`config.mk`:
```
export PLATFORM = sky130hd
export DESIGN_NAME = signed_shared_shift_block_packer_top
export DESIGN_NICKNAME = d
export VERILOG_FILES = /design/src/sbp_pkg.sv /design/src/sbp_classify.sv /design/src/sbp_run_ctrl.sv /design/src/signed_shared_shift_block_packer_top.sv
export SDC_FILE = /design/constraint.sdc
export NUM_CORES = 1
export LEC_CHECK = 0
export BUFFER_PORTS_ARGS = -buffer_cell sky130_fd_sc_hd__buf_2
export CAP_MARGIN = 30
export CORE_AREA = 8 8 137 139
export CTS_CLUSTER_DIAMETER = 150
export DETAILED_ROUTE_END_ITERATION = 7
export DIE_AREA = 0 0 145 147
export GPL_TIMING_DRIVEN = 0
export PLACE_DENSITY = 0.74
export SYNTH_ARGS = -nofsm -noshare
export SYNTH_HDL_FRONTEND = slang
export SYNTH_HIERARCHICAL = 1
export SYNTH_SLANG_ARGS = --single-unit
```
`constraint.sdc`:
```
create_clock -name clk -period 9.8 [get_ports clk]
set_input_delay 0 -clock clk [delete_from_list [all_inputs] [get_ports clk]]
set_output_delay 0 -clock clk [all_outputs]
set_load 0.05 [all_outputs]
```
`src/sbp_pkg.sv`:
```
// Package with the word types, constants and field helpers of the signed shared-shift block packer.
`default_nettype none
package sbp_pkg;

	// Longest run of samples that one header can describe.
	localparam int unsigned MAX_RUN = 255;
	// Largest shift that a run header carries.
	localparam logic [4:0] SHIFT_CAP = 5'd16;
	// A magnitude with its top set bit above this position needs a shift.
	localparam int unsigned SHIFT_BASE = 14;

	// One input word: a signed sample and the frame end mark.
	typedef struct packed {
		logic signed [31:0] sample;
		logic               last_sample;
	} in_word_t;

	// One output word: a halfword write into the frame buffer.
	typedef struct packed {
		logic [11:0] word_index;
		logic [15:0] word_data;
		logic        is_header;
		logic        frame_done;
		logic [13:0] byte_count;
	} out_word_t;

	// Sign, saturated magnitude and shift of one sample.
	typedef struct packed {
		logic        neg;
		logic [30:0] mag;
		logic [4:0]  shift;
	} sample_class_t;

	// Header halfword: count in the high byte, sign and capped shift in the low byte.
	function automatic logic [15:0] header_word(input logic [7:0] count, input logic neg,
		input logic [4:0] shift);
		logic [4:0] sh;
		sh = (shift > SHIFT_CAP) ? SHIFT_CAP : shift;
		return {count, neg, 2'b00, sh};
	endfunction

endpackage
`default_nettype wire

```
`src/sbp_classify.sv`:
```
// Sign, saturated magnitude and shift of the sample held in the input register.
`default_nettype none
module sbp_classify (
	input  wire sbp_pkg::in_word_t      item,
	output sbp_pkg::sample_class_t      cls
);
	import sbp_pkg::*;

	logic        neg;
	logic [31:0] mag_full;
	logic [4:0]  shift;

	// The most negative sample saturates to the largest positive magnitude.
	always_comb begin
		neg = item.sample[31];
		if (!neg) begin
			mag_full = item.sample;
		end else if (item.sample == 32'sh8000_0000) begin
			mag_full = 32'h7FFF_FFFF;
		end else begin
			mag_full = 32'(-item.sample);
		end
	end

	// Shift is the top set bit position less 14, or zero for small values and zero.
	always_comb begin
		shift = 5'd0;
		for (int p = SHIFT_BASE + 1; p < 31; p++) begin
			if (mag_full[p]) begin
				shift = 5'(p - SHIFT_BASE);
			end
		end
	end

	assign cls.neg   = neg;
	assign cls.mag   = mag_full[30:0];
	assign cls.shift = shift;

endmodule
`default_nettype wire

```
`src/sbp_run_ctrl.sv`:
```
// Run state, write sequencer and output register of the block packer.
`default_nettype none
module sbp_run_ctrl #(
	parameter int unsigned MAX_RUN = sbp_pkg::MAX_RUN
) (
	input  wire                         clk,
	input  wire                         arst_n,
	input  wire                         item_valid,
	input  wire sbp_pkg::in_word_t      item,
	input  wire sbp_pkg::sample_class_t cls,
	output logic                        item_done,
	output logic                        result_valid,
	input  wire                         result_stall,
	output sbp_pkg::out_word_t          result_word
);
	import sbp_pkg::*;

	typedef enum logic [1:0] {
		SEL_CLOSE,
		SEL_VALUE,
		SEL_FINAL
	} sel_t;

	sel_t        sel_q;
	sel_t        cur;
	logic        open_q;
	logic        neg_q;
	logic [4:0]  gs_q;
	logic [7:0]  len_q;
	logic [11:0] hs_q;
	logic [12:0] ns_q;
	logic        result_valid_q;
	out_word_t   result_word_q;

	logic [4:0]  diff;
	logic        join_run;
	logic        close_run;
	logic        n_neg;
	logic [4:0]  n_gs;
	logic [4:0]  n_cap;
	logic [7:0]  n_len;
	logic [11:0] n_hs;
	logic [12:0] ns1;
	logic [12:0] ns2;
	logic        load;
	logic        ends_item;
	out_word_t   word_sel;

	// Decide whether the sample joins the open run and what the run looks like after it.
	always_comb begin
		diff      = (cls.shift > gs_q) ? cls.shift - gs_q : gs_q - cls.shift;
		join_run  = open_q && (neg_q == cls.neg) && (diff <= 5'd1) &&
			(len_q < 8'(MAX_RUN));
		close_run = open_q && !join_run;
		n_neg     = join_run ? neg_q : cls.neg;
		n_gs      = join_run ? gs_q : cls.shift;
		n_cap     = (n_gs > SHIFT_CAP) ? SHIFT_CAP : n_gs;
		n_hs      = join_run ? hs_q : ns_q[11:0];
		ns1       = join_run ? ns_q : ns_q + 13'd1;
		ns2       = ns1 + 13'd1;
		n_len     = (join_run ? len_q : 8'd0) + 8'd1;
	end

	// Pick the write for this cycle: closing header, sample value, or final header.
	always_comb begin
		cur = (sel_q == SEL_CLOSE && !close_run) ? SEL_VALUE : sel_q;
		word_sel = '0;
		case (cur)
			SEL_CLOSE: begin
				word_sel.word_index = hs_q;
				word_sel.word_data  = header_word(len_q, neg_q, gs_q);
				word_sel.is_header  = 1'b1;
			end
			SEL_VALUE: begin
				word_sel.word_index = ns1[11:0];
				word_sel.word_data  = 16'(cls.mag >> n_cap);
			end
			SEL_FINAL: begin
				word_sel.word_index = n_hs;
				word_sel.word_data  = header_word(n_len, n_neg, n_gs);
				word_sel.is_header  = 1'b1;
				word_sel.frame_done = 1'b1;
				word_sel.byte_count = {ns2, 1'b0};
			end
			default: begin
				word_sel = '0;
			end
		endcase
	end

	assign load      = !result_valid_q || !result_stall;
	assign ends_item = (cur == SEL_FINAL) || (cur == SEL_VALUE && !item.last_sample);
	assign item_done = item_valid && load && ends_item;

	// Run state and sequencer advance only when a write enters the output register.
	always_ff @(posedge clk or negedge arst_n) begin
		if (!arst_n) begin
			sel_q          <= SEL_CLOSE;
			open_q         <= 1'b0;
			neg_q          <= 1'b0;
			gs_q           <= 5'd0;
			len_q          <= 8'd0;
			hs_q           <= 12'd0;
			ns_q           <= 13'd0;
			result_valid_q <= 1'b0;
		end else if (load) begin
			result_valid_q <= item_valid;
			if (item_valid) begin
				result_word_q <= word_sel;
				case (cur)
					SEL_CLOSE: begin
						sel_q <= SEL_VALUE;
					end
					SEL_VALUE: begin
						if (item.last_sample) begin
							sel_q <= SEL_FINAL;
						end else begin
							sel_q  <= SEL_CLOSE;
							open_q <= 1'b1;
							neg_q  <= n_neg;
							gs_q   <= n_gs;
							len_q  <= n_len;
							hs_q   <= n_hs;
							ns_q   <= ns2;
						end
					end
					SEL_FINAL: begin
						// The frame is over: the next sample starts at offset zero.
						sel_q  <= SEL_CLOSE;
						open_q <= 1'b0;
						neg_q  <= 1'b0;
						gs_q   <= 5'd0;
						len_q  <= 8'd0;
						hs_q   <= 12'd0;
						ns_q   <= 13'd0;
					end
					default: begin
						sel_q <= SEL_CLOSE;
					end
				endcase
			end
		end
	end

	assign result_valid = result_valid_q;
	assign result_word  = result_word_q;

endmodule
`default_nettype wire

```
`src/signed_shared_shift_block_packer_top.sv`:
```
// Top level of the signed shared-shift block packer: input register, classifier and run control.
// Path: a sample passes the input register and the classifier, then its writes enter the output register.
// Throughput: one word per cycle while result_stall is low; a sample writes its value, after a closing
// header when it closes a run, and before the final header when it ends the frame.
// Reset: arst_n clears the input and output valids, the run state and the write offset.
`default_nettype none
module signed_shared_shift_block_packer_top #(
	parameter int unsigned MAX_RUN = sbp_pkg::MAX_RUN
) (
	input  wire                    clk,
	input  wire                    arst_n,
	input  wire                    sample_valid,
	output logic                   sample_stall,
	input  wire sbp_pkg::in_word_t sample_word,
	output logic                   result_valid,
	input  wire                    result_stall,
	output sbp_pkg::out_word_t     result_word
);
	import sbp_pkg::*;

	logic          valid_s1;
	in_word_t      word_s1;
	sample_class_t cls;
	logic          item_done;

	// The input register takes a new word in the cycle its current one finishes.
	assign sample_stall = valid_s1 && !item_done;

	always_ff @(posedge clk or negedge arst_n) begin
		if (!arst_n) begin
			valid_s1 <= 1'b0;
		end else if (!sample_stall) begin
			valid_s1 <= sample_valid;
		end
	end

	always_ff @(posedge clk) begin
		if (!sample_stall && sample_valid) begin
			word_s1 <= sample_word;
		end
	end

	sbp_classify u_classify (
		.item (word_s1),
		.cls  (cls)
	);

	sbp_run_ctrl #(
		.MAX_RUN (MAX_RUN)
	) u_run_ctrl (
		.clk          (clk),
		.arst_n       (arst_n),
		.item_valid   (valid_s1),
		.item         (word_s1),
		.cls          (cls),
		.item_done    (item_done),
		.result_valid (result_valid),
		.result_stall (result_stall),
		.result_word  (result_word)
	);

	// A finished sample always leaves a word in the output register.
	a_done_gives_word: assert property (@(posedge clk) disable iff (!arst_n)
		item_done |=> result_valid)
		else $error("sample finished without a write");

	// The frame end is only ever flagged on a header write.
	a_done_is_header: assert property (@(posedge clk) disable iff (!arst_n)
		(result_valid && result_word.frame_done) |-> result_word.is_header)
		else $error("frame end on a value write");

	// The byte count is zero on every write but the last of a frame.
	a_bytes_only_at_end: assert property (@(posedge clk) disable iff (!arst_n)
		(result_valid && !result_word.frame_done) |-> (result_word.byte_count == 14'd0))
		else $error("byte count outside frame end");

	// Header low bytes carry a shift of at most 16 with the unused bits clear.
	a_header_shift: assert property (@(posedge clk) disable iff (!arst_n)
		(result_valid && result_word.is_header) |->
		(result_word.word_data[6:5] == 2'b00 &&
		(result_word.word_data[4] == 1'b0 || result_word.word_data[3:0] == 4'd0)))
		else $error("malformed run header");

endmodule
`default_nettype wire
```
==> results.py, run 1 <==
metrics = {
    "drt": {
        "drc": 0,
        "drt_iter0_drc": 648,
        "totalWireLength_um": 25900,
        "ant_nets": 0,
        "via_count": 8066,
        "dr.pass1.iters": 5,
        "viasPerCell": 6.18,
        "wl_per_cell_um": 19.9,
    },
    "power_and_ir_drop": {
        "swShare_pct": 46.6,
        "intPower_w": 0.00165,
        "ir_worst_vdd_mv": 0.155,
        "p_seq_share_pct": 25.4,
        "p_leak_nw": 4.22,
        "p_comb_share_pct": 56.1,
        "switching_power_w": 0.00144,
        "pwr-share-clk_pct": 18.5,
        "powerDensity_nw_per_um2": 293,
    },
    "timing": {
        "period_minus_slack_ns": 7.70,
        "slew_violations": 0,
        "finalSetupTns_ns": 0,
        "period_share_pct": 78.6,
        "worstMarginPinSlew_ns": 1.03,
        "rsz0062_at_grt": "false",
        "setup_viol": 0,
        "hold_viol": 0,
        "clock_skew_ns": 0.0135,
        "fmax_mhz": 130,
        "relSlewSlack_pct": 31.3,
    },
    "worst_setup_path": {
        "rr_endpoint": "u_run_ctrl/result_word[30]$_DFFE_PP_",
        "worst_setup_path_start_kind": "flop",
        "cp_slowest_cell": "mux2i_1",
        "critPathBufInv": 5,
        "cp-end-kind": "flop",
        "cp_top_family": "simple AND/OR/NAND/NOR gates",
        "reg2reg_depth": 27,
        "cp.required_ns": 9.94,
        "crit_top_cell": "a21oi_1",
        "timing.rr.start": "word_s1[1]$_DFFE_PP_",
        "cp.depth": 27,
        "cp_max_fo": 10,
        "crit_arrival_ns": 7.84,
        "regToRegSetupSlack_ns": 2.10,
        "worstSetupPathType": "flop to flop",
        "crit_path_max_incr_delay_ns": 0.66,
    },
    "floorplanning": {
        "pin_count": 83,
        "die_y_um": 147,
        "initial_core_util_pct": 53.3,
        "core_area_um2": 16800,
        "row_count": 48,
        "die_area_um2": 21300,
        "die_w_um": 145,
    },
    "flow_run": {
        "maxCapViolCount": 0,
    },
    "global_route": {
        "grt_start_max_net_pins": 44,
        "grt_pass1_vias": 8046,
        "grt_pass1_wl_um": 41400,
        "overflow": 0,
        "grt.total_usage_pct": 23.8,
        "antenna_found_initial": 0,
    },
    "clock_network": {
        "cts_resized": 0,
        "clkTransAtPathRegs_ns": 0.06,
        "root_buffer": "clkbuf_16",
        "clk_latency_ns": 0.43,
        "h-tree-depth": 4,
        "post_cts_buffers": 0,
        "cts_buffers": 17,
        "cts_tree": "done",
        "clockBufferDepth": 2,
        "numClockSinks": 120,
    },
    "synthesis": {
        "synth_edf_count": 76,
        "synth_flop_cell": "edfxtp_1",
        "yosysWarnings": 6,
        "synthArstFlopShare_pct": 36.7,
        "yosysSeqAreaShare_pct": 37.9,
        "synth_cells": 930,
        "synth_nets": 982,
        "synth_seq_cells": 120,
        "synth_area_um2": 8930,
        "synthDistinctLibCells": 91,
        "postSynthAreaPerCell_um2": 9.60,
    },
    "placed_design": {
        "dpl.cell_count": 1237,
        "place_congestion": 0.997,
        "port_buffers": 81,
        "post_dp_cell_area_um2": 9640,
        "place_hpwl_um": 19000,
    },
    "finish": {
        "fin_area_um2": 10500,
        "fin_cells": 1306,
        "fin_nets": 1120,
        "syn_to_final_growth_pct": 18.1,
        "final_common_cell": "nand2_1",
        "final_util_pct": 62.9,
        "n_antenna_cell": 0,
        "final_cell_mix": "107 x nand2_1, 91 x buf_2, 76 x edfxtp_1",
        "layout-drive-gt1-share_pct": 17.6,
        "fillCellCount": 1383,
    },
    "status": {
        "status": "complete, no violations",
    },
    "worst_hold_path": {
        "hold_class": "primary input to asynchronous set/reset pin",
    },
}
[flip-flops by register name, indices dropped and copies added, names as in the netlist]
register / count
u_run_ctrl/gs_q: 5
u_run_ctrl/hs_q: 12
u_run_ctrl/len_q: 8
u_run_ctrl/neg_q: 1
u_run_ctrl/ns_q: 13
u_run_ctrl/open_q: 1
u_run_ctrl/result_valid: 1
u_run_ctrl/result_word: 43
u_run_ctrl/sel_q: 2
valid_s1: 1
word_s1: 33
[power by group through the flow]
stage	clock [W]	sequential [W]	combinational, W
global route	0.000597	0.000796	0.00185
finish	0.000572	0.000783	0.00173
CTS	0.000577	0.000783	0.00170
detailed placement	0	0.000791	0.00168
global placement	0	0.000789	0.00166
floorplan	0	0.000922	0.00111
[area by class of cell]
type,count,area [µm²],share of cell area (%)
flip-flops and latches,120,3380,32.1
well taps,225,282,2.67
repair buffers,119,806,7.64
inverters,26,97.6,0.925
clock inverters,7,46.3,0.439
clock buffers,25,485,4.60
plain buffers,67,369,3.50
multi-input cells,717,5080,48.1
[Yosys cell counts (all sizes together), types with 5 or more instances]
cell type | number | share of area, %
nor3 | 13 | 0.78
mux2i | 68 | 7.6
nand2b | 12 | 0.93
or4 | 11 | 1.1
xor2 | 26 | 2.6
inv | 26 | 1.1
mux4 | 11 | 2.8
a22o | 21 | 2.1
o31ai | 20 | 1.7
or3 | 11 | 0.83
a22oi | 9 | 0.76
o21ai | 55 | 3.2
nand4 | 9 | 0.63
ha | 13 | 1.8
xnor2 | 28 | 2.7
mux2 | 9 | 1.2
and2 | 15 | 1.1
nand3 | 22 | 1.2
nor4 | 11 | 1.1
a21o | 9 | 0.76
clkbuf | 38 | 1.6
nand2 | 110 | 4.8
and3 | 14 | 0.98
o41ai | 5 | 0.49
o22ai | 11 | 0.77
nor3b | 5 | 0.48
a21oi | 54 | 3.1
o211ai | 14 | 1.3
buf | 29 | 2.5
nor2 | 56 | 2.4
a31oi | 8 | 0.56
dfrtp | 44 | 12
edfxtp | 76 | 26
[how the worst max path moves through the flow]
| stage | from | end | slack (ns) |
|---|---|---|---|
| final | word_s1[1]$_DFFE_PP_ | u_run_ctrl/result_word[30]$_DFFE_PP_ | 2.10 |
| after global routing | word_s1[2]$_DFFE_PP_ | u_run_ctrl/result_word[30]$_DFFE_PP_ | 1.60 |
| after CTS | word_s1[1]$_DFFE_PP_ | u_run_ctrl/result_word[30]$_DFFE_PP_ | 2.20 |
| after detailed placement | word_s1[1]$_DFFE_PP_ | u_run_ctrl/result_word[30]$_DFFE_PP_ | 2.22 |
| after global placement | word_s1[1]$_DFFE_PP_ | u_run_ctrl/result_word[30]$_DFFE_PP_ | 2.32 |
| after floorplan | word_s1[24]$_DFFE_PP_ | u_run_ctrl/result_word[30]$_DFFE_PP_ | 3.56 |
[worst register-to-register path: cells and delay by family (launching register included)]
family / cells / cell delay [ns]
and+or+nand+nor: 8 / 2.34
adders and majority gates: 3 / 0.97
muxes: 1 / 0.66
buffers and inverters: 5 / 1.39
xor gates and xnor gates: 1 / 0.13
DFF: 1 / 0.42
AOI/OAI and AO/OA: 9 / 1.51
[layer usage]
layer  track usage (%)  share of wire (%)  vias up
li1                  -                  -     3795
met1              27.4                 40     3827
met2              41.6                 49      361
met3              5.38                7.0       83
met4              10.9                3.6        0
met5                 0                  0        -
[what timing repair did]
action / CTS / global route
endpoints found under the setup margin: 0 / 0
hold buffers: 36 / 0
hold endpoints to repair: 79 / 0
[per-stage QoR]
stage          hold slack [ns]  setup slack, ns  total power (W)
5_1_grt                  0.121             1.60          0.00324
4_1_cts                 0.0864             2.20          0.00306
3_3_place_gp             0.176             2.32          0.00245
2_1_floorplan           -0.296             3.56          0.00203
3_5_place_dp           0.00850             2.22          0.00247
6_report                0.0781             2.10          0.00309
[logic make-up (layout without fill, tap and decap cells)]
family	count (synthesis)	after routing	synth area share, %
compound gates	250	250	19.3
xor+xnor	54	54	5.30
fa+ha+maj	15	15	2.27
buf+inv	93	244	5.23
flops	120	120	37.9
mux	88	88	11.6
other cells	1	1	0.0420
simple gates	309	309	18.4
(Power assumes the default switching activity.)
==> run 2: changes to the inputs <==
ABC_AREA = 1   (was not set)
CORE_AREA = 8 8 136 138   (was 8 8 137 139)
DIE_AREA = 0 0 144 146   (was 0 0 145 147)
clock period = 7.1 ns   (was 9.8 ns; I/O delays follow)
==> run 2 against run 1 <==
Effect of this change: hold slack better by 0.025 ns; critical path depth is 10 higher; register-to-register slack worse by 1.0 ns; highest routed layer unchanged; clock-buffer cell count is 6 lower; via count is 7.5% higher; utilization is 2.2 points higher; routed wire length is 5.5% higher; cell count is 20% higher; clock skew is 0.0036 ns lower; critical path type unchanged; setup slack worse by 1.0 ns.
==> results.py, run 2 <==
metrics = {
    "finish": {
        "largest_register_ffs": 43,
        "fin_nets": 1387,
        "fin_area_um2": 10600,
        "final_cell_mix": "320 x nand2_1, 177 x nand3_1, 136 x inv_1",
        "fillCellCount": 1459,
        "final_common_cell": "nand2_1",
        "syn_to_final_growth_pct": 19.7,
        "layout-drive-gt1-share_pct": 19.1,
        "n_antenna_cell": 0,
    },
    "global_route": {
        "grt.total_usage_pct": 26.7,
        "antenna_found_initial": 0,
        "overflow": 0,
        "grt_pass1_vias": 8300,
        "grt_start_max_net_pins": 39,
        "grt_pass1_wl_um": 43900,
    },
    "clock_network": {
        "cts_tree": "done",
        "numClockSinks": 120,
        "post_cts_buffers": 0,
        "cts_buffers": 17,
        "holdBufCountCts": 37,
        "clkTransAtPathRegs_ns": 0.06,
        "clockBufferDepth": 2,
        "h-tree-depth": 4,
        "root_buffer": "clkbuf_16",
        "cts_resized": 0,
        "clk_latency_ns": 0.42,
    },
    "worst_setup_path": {
        "cp.required_ns": 7.22,
        "cp-end-kind": "flop",
        "worstSetupPathType": "flop to flop",
        "crit_path_max_incr_delay_ns": 0.69,
        "regToRegSetupSlack_ns": 1.09,
        "crit_arrival_ns": 6.13,
        "cp_max_fo": 32,
        "worst_setup_path_start_kind": "flop",
        "timing.rr.start": "word_s1[1]$_DFFE_PP_",
        "cp_slowest_cell": "buf_1",
        "rr_endpoint": "word_s1[1]$_DFFE_PP_",
        "reg2reg_depth": 37,
        "critPathBufInv": 10,
        "cp_top_family": "simple AND/OR/NAND/NOR gates",
        "crit_top_cell": "nand2_1",
    },
    "drt": {
        "drc": 0,
        "dr.pass1.iters": 8,
        "ant_nets": 0,
        "wl_per_cell_um": 17.5,
        "viasPerCell": 5.53,
        "drt_iter0_drc": 756,
        "totalWireLength_um": 27400,
        "via_count": 8672,
    },
    "timing": {
        "setup_viol": 0,
        "period_minus_slack_ns": 6.01,
        "period_share_pct": 84.6,
        "clock_skew_ns": 0.00985,
        "rsz0062_at_grt": "false",
        "worstMarginPinSlew_ns": 0.877,
        "hold_viol": 0,
        "relSlewSlack_pct": 41.5,
        "slew_violations": 0,
        "finalSetupTns_ns": 0,
        "worst_slack_ns": 1.09,
        "fmax_mhz": 166,
        "worst_hold_slack_ns": 0.103,
    },
    "floorplanning": {
        "core_area_um2": 16300,
        "row_count": 47,
        "die_w_um": 144,
        "die_y_um": 146,
        "die_area_um2": 21000,
        "pin_count": 83,
        "initial_core_util_pct": 54.5,
    },
    "flow_run": {
        "maxCapViolCount": 0,
    },
    "synthesis": {
        "synth_flop_cell": "edfxtp_1",
        "yosysWarnings": 6,
        "synth_nets": 1247,
        "synth_seq_cells": 120,
        "synthArstFlopShare_pct": 36.7,
        "netlist.area_leader.share_pct": 25.7,
        "yosysSeqAreaShare_pct": 38.1,
        "postSynthAreaPerCell_um2": 7.42,
        "synth_commonest_cells": "320 x nand2_1, 177 x nand3_1, 136 x inv_1",
        "netlist_top_cells_area": "edfxtp_1 26%, nand2_1 14%, dfrtp_1 12%",
        "synth_cells": 1195,
        "synth_top_area_cell": "edfxtp_1",
        "synthMostInstantiatedCell": "nand2_1",
        "synthDistinctLibCells": 50,
        "synth_area_um2": 8870,
        "synth_edf_count": 76,
    },
    "placed_design": {
        "port_buffers": 81,
        "place_congestion": 1.00,
        "place_hpwl_um": 20500,
        "post_dp_cell_area_um2": 9630,
        "place_ws_ns": 1.14,
    },
    "worst_hold_path": {
        "hold_class": "primary input to asynchronous set/reset pin",
    },
    "status": {
        "status": "complete, no violations",
    },
}
[run 2: metrics by stage]
stage	utilization [%]	instances
3_5_place_dp	59.1	1499
2_1_floorplan	-	1195
5_1_grt	65.2	1568
3_3_place_gp	58.6	1496
4_1_cts	65.2	1568
6_report	65.2	1568
[run 2: layout make-up]
type | count | area [µm²] | share of cell area, %
multi-input cells | 855 | 4550 | 42.9
flip-flops and latches | 120 | 3380 | 31.9
repair buffers | 121 | 836 | 7.87
inverters | 168 | 636 | 5.99
clock buffers | 19 | 454 | 4.28
plain buffers | 52 | 315 | 2.97
well taps | 220 | 275 | 2.59
clock inverters | 13 | 166 | 1.57
[run 2: kinds of logic after synthesis]
group,count (synthesis),synth area share [%]
compound gates,150,10.9
xor+xnor,37,3.82
flops,120,38.1
fa+ha+maj,15,2.29
simple gates,652,34.0
other cells,1,0.0423
buf+inv,220,10.7
[run 2: tightest hold or removal path: cells and delay by family]
kind / cells / cell delay [ns]
buffers and inverters: 3 / 0.88
[run 2: worst max path at each step]
stage	from	to	cells past startpoint
2_1_floorplan	word_s1[1]$_DFFE_PP_	word_s1[0]$_DFFE_PP_	36
3_5_place_dp	word_s1[1]$_DFFE_PP_	word_s1[2]$_DFFE_PP_	37
4_1_cts	word_s1[1]$_DFFE_PP_	word_s1[19]$_DFFE_PP_	37
5_1_grt	word_s1[1]$_DFFE_PP_	word_s1[1]$_DFFE_PP_	37
6_report	word_s1[1]$_DFFE_PP_	word_s1[1]$_DFFE_PP_	37
3_3_place_gp	word_s1[1]$_DFFE_PP_	word_s1[2]$_DFFE_PP_	36
[run 2: metal layers]
layer	global-route usage, %	wire (µm)	up-vias
met3	5.18	2040	56
li1	-	-	4226
met4	8.84	656	0
met1	34.3	11600	3993
met2	43.8	13000	397
met5	0	0	-
Power of run 2 is not shown: default switching activity piles up to over one toggle a cycle in this logic, so the estimate is an artifact.
